[config.mk]
export PLATFORM = sky130hd
export DESIGN_NAME = odhs_ctrl
export DESIGN_NICKNAME = d
export VERILOG_FILES = /design/src/rtl/odhs_pkg.sv /design/src/rtl/odhs_ctrl.sv
export SDC_FILE = /design/constraint.sdc
export NUM_CORES = 1
export LEC_CHECK = 0
export BUFFER_PORTS_ARGS = -buffer_cell sky130_fd_sc_hd__buf_2
export CAP_MARGIN = 15
export CELL_PAD_IN_SITES_DETAIL_PLACEMENT = 1
export CELL_PAD_IN_SITES_GLOBAL_PLACEMENT = 1
export CORE_MARGIN = 5
export CORE_UTILIZATION = 29
export DETAILED_ROUTE_END_ITERATION = 10
export MAX_ROUTING_LAYER = met4
export PLACE_DENSITY_LB_ADDON = 0.05
export SLEW_MARGIN = 30
export SYNTH_ARGS = -nofsm -noshare
export SYNTH_HDL_FRONTEND = slang
export SYNTH_SLANG_ARGS = --single-unit
[constraint.sdc]
create_clock -name clk -period 2 [get_ports clk]
set_input_delay 0.2 -clock clk [delete_from_list [all_inputs] [get_ports clk]]
set_output_delay 0.2 -clock clk [all_outputs]
set_load 0.01 [all_outputs]
[src/rtl/odhs_pkg.sv]
// shared types and constants for the ordered double-hash set
// no dependencies; compiled first
package odhs_pkg;

    localparam int SLOTS_DEF    = 256;
    localparam int KEY_BITS_DEF = 32;
    localparam int HOME_SHIFT   = 8;
    localparam int STEP_SHIFT   = 16;

    localparam logic CMD_INSERT = 1'b0;
    localparam logic CMD_READ   = 1'b1;

    typedef enum logic [1:0] {
        ST_INSERTED = 2'd0,
        ST_PRESENT  = 2'd1,
        ST_FULL     = 2'd2,
        ST_READ     = 2'd3
    } status_t;

    // commands from controller to datapath
    typedef struct packed {
        logic    load_in;
        logic    step_probe;
        logic    load_cur;
        logic    wr_k;
        logic    wr_cur;
        logic    dec_free;
        logic    clr_wr;
        logic    out_load;
        status_t out_status;
    } dp_ctl_t;

    // status from datapath to controller
    typedef struct packed {
        logic eq_k;
        logic lt_k;
        logic lt_cur;
        logic rd_zero;
        logic free_zero;
        logic clr_last;
        logic out_free;
    } dp_sts_t;

endpackage

[src/rtl/odhs_ctrl.sv]
// controller: clear sweep, accept, slot read, probe walk and push chain
// depends on odhs_pkg
module odhs_ctrl (
    input  logic              clk,
    input  logic              rst_n,
    input  logic              req_valid,
    input  logic              req_cmd,
    output logic              req_ready,
    input  odhs_pkg::dp_sts_t sts,
    output odhs_pkg::dp_ctl_t ctl
);
    import odhs_pkg::*;

    typedef enum logic [4:0] {
        S_CLEAR = 5'b00001,
        S_IDLE  = 5'b00010,
        S_RDW   = 5'b00100,
        S_PROBE = 5'b01000,
        S_PUSH  = 5'b10000
    } state_t;

    state_t state_reg, state_next;

    always_ff @(posedge clk or negedge rst_n)
    begin
        if (!rst_n)
        begin
            state_reg <= S_CLEAR;
        end
        else
        begin
            state_reg <= state_next;
        end
    end

    always_comb
    begin
        state_next = state_reg;
        ctl        = '0;
        req_ready  = 1'b0;
        case (state_reg)
            S_CLEAR:
            begin
                ctl.clr_wr = 1'b1;
                if (sts.clr_last)
                begin
                    state_next = S_IDLE;
                end
            end
            S_IDLE:
            begin
                req_ready = 1'b1;
                if (req_valid)
                begin
                    ctl.load_in = 1'b1;
                    state_next  = (req_cmd == CMD_READ) ? S_RDW : S_PROBE;
                end
            end
            S_RDW:
            begin
                if (sts.out_free)
                begin
                    ctl.out_load   = 1'b1;
                    ctl.out_status = ST_READ;
                    state_next     = S_IDLE;
                end
            end
            S_PROBE:
            begin
                if (sts.out_free)
                begin
                    if (sts.eq_k)
                    begin
                        ctl.out_load   = 1'b1;
                        ctl.out_status = ST_PRESENT;
                        state_next     = S_IDLE;
                    end
                    else if (sts.lt_k)
                    begin
                        if (sts.free_zero)
                        begin
                            ctl.out_load   = 1'b1;
                            ctl.out_status = ST_FULL;
                            state_next     = S_IDLE;
                        end
                        else
                        begin
                            ctl.wr_k     = 1'b1;
                            ctl.dec_free = 1'b1;
                            if (sts.rd_zero)
                            begin
                                ctl.out_load   = 1'b1;
                                ctl.out_status = ST_INSERTED;
                                state_next     = S_IDLE;
                            end
                            else
                            begin
                                ctl.load_cur = 1'b1;
                                state_next   = S_PUSH;
                            end
                        end
                    end
                    else
                    begin
                        ctl.step_probe = 1'b1;
                    end
                end
            end
            S_PUSH:
            begin
                if (sts.out_free)
                begin
                    if (sts.lt_cur)
                    begin
                        ctl.wr_cur = 1'b1;
                        if (sts.rd_zero)
                        begin
                            ctl.out_load   = 1'b1;
                            ctl.out_status = ST_INSERTED;
                            state_next     = S_IDLE;
                        end
                        else
                        begin
                            ctl.load_cur = 1'b1;
                        end
                    end
                    else
                    begin
                        ctl.step_probe = 1'b1;
                    end
                end
            end
            default:
            begin
                state_next = S_CLEAR;
            end
        endcase
    end
endmodule

# Yosys cells after proc, flatten, opt, wreduce, memory -nomap -nowiden
# Index checks and enable logic that the tools add are counted.
op_classes:
  n_eq_ne: 13
  n_mux: 45
  reduce_logical: 1
op_table:
  columns: ["operator", "n"]
  rows:
  - ["2-to-1 mux 5 bit", 11]
  - ["2-to-1 mux 3 bit", 10]
  - ["case mux 5 bit (5 select lines)", 1]
  - ["2-to-1 mux 1 bit", 17]
  - ["!= test 2 bit (second input constant)", 7]
  - ["case mux 3 bit (3 select lines)", 1]
  - ["AND reduction 8 bit", 1]
  - ["2-to-1 mux 2 bit", 3]
  - ["== test 5 x 1 -> 1 bit (second input constant)", 1]
  - ["== test 5 x 2 -> 1 bit (second input constant)", 1]
  - ["== test 5 x 3 -> 1 bit (second input constant)", 1]
  - ["== test 5 x 4 -> 1 bit (second input constant)", 1]
  - ["== test 5 bit (second input constant)", 1]
  - ["2-to-1 mux 4 bit", 1]
  - ["case mux 2 bit (2 select lines)", 1]
  - ["!= test 3 bit (second input constant)", 1]
totals:
  register_bits: 5
  inputBits: 11
  out_inout_bits: 11

# Logic depth before layout (Yosys ltp)
# Gate-level depths: netlist of the first run.
logic_depth:
  word_depth: 6
  mapped_depth: 7
  ltp_nobuf: 6

# Worst setup path before layout of the first run
# Ideal clock, no wire load.
synth_timing:
  path_kind: "register to register"
  startpoint: "register state_reg[0]"
  endpoint: "register state_reg[3]"
  arrival_time_ps: 1783
  setup_slack_ps: 92
  required_ps: 1875
  stages_incl_launch_ff: 7
  synth_period_minus_slack_ps: 1908
  path_cell_list: "dfstp_2 clkbuf_4 nand2b_1 nor4_1 a222oi_1 and3_4 mux2_4"
synth_via:
  elab_chain_len: 3
  word_cells_on_any_way: 15
synth_lines:
  columns: ["element", "line", "text"]
  rows:
  - ["start, declared", "odhs_ctrl.sv:22", "state_t state_reg, state_next;"]
  - ["start signal, assigned", "odhs_ctrl.sv:32", "state_reg <= state_next;"]
  - ["== test 5 x 4 -> 1 bit, or another cell as far along", "odhs_ctrl.sv:41", "case (state_reg)"]
  - ["!= test 3 bit (no source line) or != test 2 bit (tied branches)", null, null]
  - ["AND reduction 8 bit (no source line)", null, null]
# Parallel ways exist; a longest one is shown, timed or not.
# A chain may end at the register's enable or synchronous reset.

==> results.md, run 1 <==
* PwrDens at 947 nW/µm²
* Total number of vias at 619
* Area fraction of the dominant cell type after synthesis at 19.0%
* Util after Layout at 43.3%
* Min cycle time layout at 2.00 ns
* PortBufs at 21
* HP Class: in2reg
* Maximum Capacitance Violations at 0
* Post-route DRC at 0
* Htree depth at 1
* First-pass GRT wire length at 2800 µm
* Max-slew violations at 0
* Deepest clock path buffer count at 2
* I/O pin count at 22
* Final Hold Vio Count at 0
* Root buffer cell: clkbuf_4
* Die Y at 52.6 µm
* Max VDD drop at 0.442 mV
* Area grow syn2layout at 41.8%
* First DRT Iteration DRCs at 10
* Count of cell types in the netlist at 34
* CTS Buf Count at 3
* DIE WIDTH at 52.6 µm
* Slew headroom at 71.9%
* Fmax at 0.500 GHz
* CP max FO at 3
* Final Cycle Share at 99.9%
* Post-Route WL at 1730 µm
* Clock share of power at 17.1%
* Wirelength per Cell at 14.5 µm
* All-Layer GR Usage at 14.3%
* Later-pin clock latency in the skew report at 0.24 ns
* Least-Margin Pin Slew at 0.417 ns
* Vias in the first global route at 666
* Die area at 2770 µm²
* Synth top area cells: dfrtp_1, nor2_1, dfstp_2, o21ai_0, buf_6
* Initial Utilization at 30.5%
* Number of diodes at 0
* Antenna viol nets, final at 0
* Register area share after synthesis at 24.0%
* Number of synthesized flops with an enable pin at 0
* Fin nets at 106
* TritonCTS clock tree: built
* Synth Warn # at 0
* Most common cell after layout, fill and taps aside: buf_2
* Post-Synthesis Cells at 65
* Reg power frac at 25.2%
* Crit Path Category: reg2out
* Synth async-reset ratio at 100%
* Share of layout cells above drive strength 1 at 50.0%
* NetSw at 0.000304 W
* Worst setup EP type: output port
* Post-synthesis instance area at 527 µm²
* Comb power frac at 57.6%
* Rows at 15
* WP data required at 1.80 ns
* Area leader, netlist: dfrtp_1
* Most frequent cells in the layout: buf_2, buf_4, nor2_1
* #FFs+latches synth at 5
* Status: finished clean
* Worst EP arrival at 1.80 ns
* Final WS setup at 0.00115 ns
* Clk slew on worst S/H paths at 0.04 ns
* Max reg flops at 5
* Final HPWL from detailed placement at 1340 µm
* Core ar. at 1730 µm²
* Net count after synthesis at 76
* Ys flop type: dfrtp_1
* Mapped Avg Cell Area at 8.10 µm²
* Final setup vio count at 0
* Leakage at 0.380 nW
* CTS Sinks at 5
* Switch share at 43.0%
* DR vias/cell at 5.20
* Placer congestion estimate at 0.766
* Fin Clk Skew at 0.00690 ns
* Internal at 0.000403 W
* Worst slack, placed at 0.117 ns
* Drt first pass iters at 4
* Global route overflow at 0
* Largest net degree at the start of global routing at 9
* Antenna violations before repair at 0
* Worst setup SP type: flop
* RSZ-0062 raised after global routing: yes
worst max-delay path: stages, from the launching register on:
cell and delay (ns):
dfrtp_1 0.37, or4b_4 0.55, nand2b_4 0.15, o32a_1 0.17
and2b_2 0.22, buf_6 0.09
synth_stat cells, drive strengths merged, types with 3 or more instances:
library cell	instances
and3	3
buf	3
dfrtp	4
inv	6
nand2b	3
nand3	4
nand4	3
nor2	9
o211ai	3
o21ai	5
kinds of logic (layout without fill, tap and decap cells):
logic type,after synthesis,after routing,synth area share [%]
simple gates,28,28,32.8
compound gates,18,18,24.5
buf+inv,11,40,12.4
flops,5,5,24.0
mux,2,2,4.75
xor+xnor,1,1,1.66
stage by stage:
| step | hold WS, ns | cell area [µm²] | setup TNS, ns | std cells | total power, W |
|---|---|---|---|---|---|
| 6_report | 0.210 | 747 | 0 | 119 | 0.000707 |
| 5_1_grt | 0.213 | 747 | -0.131 | 119 | 0.000766 |
| 4_1_cts | 0.215 | 721 | -0.00469 | 118 | 0.000692 |
| 3_5_place_dp | 0.0168 | 658 | 0 | 111 | 0.000557 |
| 3_3_place_gp | 0.0162 | 658 | 0 | 111 | 0.000561 |
| 2_1_floorplan | -0.0956 | 527 | 0 | 65 | 0.000445 |
area by class of cell:
| class | count | area (µm²) |
|---|---|---|
| Clock buffer | 4 | 26.3 |
| Fill cell | 223 | 980 |
| Inverter | 6 | 22.5 |
| Multi-Input combinational cell | 49 | 358 |
| Sequential cell | 5 | 128 |
| Tap cell | 25 | 31.3 |
| Timing Repair Buffer | 30 | 181 |
final timing paths:
| path | from | to | slack, ns | cells after the start |
|---|---|---|---|---|
| max | state_reg[3] | ctl[8] | 0.001 | 5 |
| min | req_cmd | state_reg[2] | 0.21 | 2 |
| max reg2reg | state_reg[3] | state_reg[3] | 0.09 | 7 |
| min reg2reg | state_reg[3] | state_reg[3] | 0.61 | 2 |
| max in group asynchronous | rst_n | state_reg[0] | 1.50 | 2 |
| min in group asynchronous | rst_n | state_reg[1] | 0.29 | 2 |
metal layers:
layer / part of all wire (%) / wire length [µm] / track usage, % / vias to the layer above
li1: - / - / - / 298
met1: 45 / 774 / 17.3 / 292
met2: 48 / 828 / 21.5 / 25
met3: 4.5 / 77 / 1.99 / 4
met4: 2.8 / 49 / 10.2 / 0
met5: 0 / 0 / - / -
power by group through the flow:
stage	Sequential [W]	Combinational [W]	Clock (W)
detailed placement	0.000179	0.000379	0
finish	0.000178	0.000408	0.000121
global placement	0.000180	0.000381	0
global route	0.000185	0.000447	0.000134
floorplan	0.000147	0.000299	0
CTS	0.000174	0.000399	0.000120
timing repair:
action,4_1_cts,5_1_grt
hold endpoints to repair,5,0
hold buffers,1,0
setup endpoints to repair,3,7
pin swaps,2,2
setup buffers,2,1
resized for setup,2,6
Power figures use the tool's default switching activity.
==> inputs of run 2 (changes only) <==
--- a/config.mk
+++ b/config.mk
@@ -7,13 +7,13 @@
 export LEC_CHECK = 0
 export BUFFER_PORTS_ARGS = -buffer_cell sky130_fd_sc_hd__buf_2
 export CAP_MARGIN = 15
-export CELL_PAD_IN_SITES_DETAIL_PLACEMENT = 1
-export CELL_PAD_IN_SITES_GLOBAL_PLACEMENT = 1
-export CORE_MARGIN = 5
-export CORE_UTILIZATION = 29
+export CELL_PAD_IN_SITES_DETAIL_PLACEMENT = 0
+export CELL_PAD_IN_SITES_GLOBAL_PLACEMENT = 2
+export CORE_MARGIN = 2
+export CORE_UTILIZATION = 22
 export DETAILED_ROUTE_END_ITERATION = 10
 export MAX_ROUTING_LAYER = met4
-export PLACE_DENSITY_LB_ADDON = 0.05
+export PLACE_DENSITY_LB_ADDON = 0.1
 export SLEW_MARGIN = 30
 export SYNTH_ARGS = -nofsm -noshare
 export SYNTH_HDL_FRONTEND = slang
==> run 2 against run 1 <==
  * The flow now finishes with violations (setup timing)
  * Critical endpoint unchanged
  * Global-route usage shrank 0.38 points
  * Final cell count grew 5.0%
  * Register-to-register slack worse by 0.05 ns
  * Hold slack worse by 0.0051 ns
==> results.md, run 2 (synthesis results as in run 1) <==
* Final Hold Vio Count at 0 (unchanged)
* Post-route DRC at 0 (unchanged)
* Register area at 126 µm² (was 128 µm²)
* Die Y at 52.9 µm (was 52.6 µm)
* FILL cells at 251 (was 223)
* Die area at 2800 µm² (was 2770 µm²)
* Most common cell after layout, fill and taps aside: buf_2 (unchanged)
* CTS Sinks at 5 (unchanged)
* Maximum Capacitance Violations at 0 (unchanged)
* Rows at 17 (was 15)
* Drt first pass iters at 4 (unchanged)
* Met1 Use GR at 17.1% (was 17.3%)
* TritonCTS clock tree: built (unchanged)
* Design area at 759 µm² (was 747 µm²)
* Leakage at 0.397 nW (was 0.380 nW)
* DIE WIDTH at 52.9 µm (was 52.6 µm)
* Max VDD drop at 0.490 mV (was 0.442 mV)
* Placer congestion estimate at 0.811 (was 0.766)
* Antenna violations before repair at 0 (unchanged)
* Worst setup path startpoint: state_reg[3] (unchanged)
* Worst R2R Start: state_reg[3] (unchanged)
* Antenna viol nets, final at 0 (unchanged)
* FF-to-FF End: state_reg[3] (unchanged)
* First DRT Iteration DRCs at 17 (was 10)
* Min-Delay Startpoint: req_cmd (unchanged)
* Vias in the first global route at 658 (was 666)
* PwrDens at 951 nW/µm² (was 947 nW/µm²)
* Area grow syn2layout at 44.2% (was 41.8%)
* PortBufs at 21 (unchanged)
* Status: finished, violations left (was finished clean)
* Util after Layout at 34.0% (was 43.3%)
* Post-Route WL at 1700 µm (was 1730 µm)
* Core ar. at 2230 µm² (was 1730 µm²)
* I/O pin count at 22 (unchanged)
* Max reg flops at 5 (unchanged)
* Min cycle time layout at 2.03 ns (was 2.00 ns)
* Worst EP arrival at 1.83 ns (was 1.80 ns)
* Slew headroom at 73.6% (was 71.9%)
* Wirelength per Cell at 13.6 µm (was 14.5 µm)
* Largest net degree at the start of global routing at 11 (was 9)
* Cell count of the worst reg-to-reg path at 6 (was 7)
* Failing checks: setup timing
* Final HPWL from detailed placement at 1300 µm (was 1340 µm)
* Max-slew violations at 0 (unchanged)
* Fmax at 0.492 GHz (was 0.500 GHz)
* DR vias/cell at 5.07 (was 5.20)
* Final Power at 0.000722 W (was 0.000707 W)
* Number of diodes at 0 (unchanged)
* Later-pin clock latency in the skew report at 0.25 ns (was 0.24 ns)
* HP Class: in2reg (unchanged)
* Crit Path Category: reg2out (unchanged)
* Hold Slack at 0.205 ns (was 0.210 ns)
* Deepest clock path buffer count at 2 (unchanged)
* CP max FO at 3 (unchanged)
* Final setup vio count at 2 (was 0)
* Share of layout cells above drive strength 1 at 47.4% (was 50.0%)
* Root buffer cell: clkbuf_4 (unchanged)
* Fin Clk Skew at 0.00697 ns (was 0.00690 ns)
* RSZ-0062 raised after global routing: yes (unchanged)
* GR peak layer: met2 (unchanged)
* WHS Endpoint: state_reg[2] (unchanged)
* WP data required at 1.80 ns (about the same)
* Met2 global-route usage at 21.3% (was 21.5%)
* Fin nets at 109 (was 106)
* First-pass GRT wire length at 2750 µm (was 2800 µm)
* Least-Margin Pin Slew at 0.393 ns (was 0.417 ns)
* Final Cycle Share at 102% (was 99.9%)
* Htree depth at 1 (unchanged)
* All-Layer GR Usage at 13.9% (was 14.3%)
* Global route overflow at 0 (unchanged)
* CTS Buf Count at 3 (unchanged)
* Worst setup EP type: output port (unchanged)
* Most frequent cells in the layout: buf_2, buf_4, nor2_1 (unchanged)
* Clk slew on worst S/H paths at 0.05 ns (was 0.04 ns)
* Initial Utilization at 23.6% (was 30.5%)
* Hold path cells at 2 (unchanged)
* Flop2flop setup slack at 0.04 ns (was 0.09 ns)
* Multi-input logic area at 345 µm² (was 358 µm²)
* Placed inst area at 669 µm² (was 658 µm²)
* Final WS setup at -0.0317 ns (was 0.00115 ns)
* Worst setup SP type: flop (unchanged)
* Total number of vias at 634 (was 619)
* M3 GR Usage at 3.95% (was 1.99%)
==> run 2: cell count changes in the layout (fill, tap and decap cells not counted), sizes merged <==
cell,change
buf,+3
==> run 2: repair_timing <==
item	CTS	global route
hold buffers	1	0
resized for setup	2	3
setup endpoints to repair	3	6
pin swaps	2	1
setup buffers	2	3
endpoints found under the hold margin	5	0
==> run 2: how the worst max path moves through the flow <==
stage / end / slack, ns / cells past startpoint
global placement: state_reg[3] / 0.1 / 5
finish: ctl[8] / -0.03 / 5
CTS: ctl[8] / -0.05 / 5
floorplan: state_reg[3] / 0.09 / 6
detailed placement: state_reg[3] / 0.10 / 5
global route: ctl[8] / -0.1 / 5
==> run 2: per-stage QoR <==
stage                     TNS, ns  instances  setup slack, ns
after floorplan                 0         65           0.0923
after global placement          0        115           0.0974
after detailed placement        0        115            0.100
after CTS                 -0.0742        122          -0.0452
after global routing       -0.243        125          -0.0969
final                     -0.0464        125          -0.0317
==> run 2: layer usage <==
layer  routed length, µm  vias to the layer above
li1                    -                      306
met1                 818                      295
met2                 743                       27
met3                  90                        6
met4                  51                        0
met5                   0                        -
==> run 2: worst max-delay path, stage by stage (launching register included) <==
cell and delay (ns):
dfrtp_1 0.38, or4b_4 0.56, nand2b_4 0.16, o32a_1 0.17, and2b_2 0.22, buf_6 0.09
==> run 2: power by group <==
group          switching, W  total [W]  internal (W)
clock network     0.0000437   0.000119     0.0000756
registers         0.0000475   0.000185      0.000138
logic              0.000207   0.000418      0.000211
total              0.000298   0.000722      0.000424
==> run 2: area by class of cell <==
cell class,count,share of cell area [%]
Clock buffer,4,3.46
Inverter,6,2.97
Multi-Input combinational cell,49,45.5
Sequential cell,5,16.6
Tap cell,28,4.61
Timing Repair Buffer,33,26.9
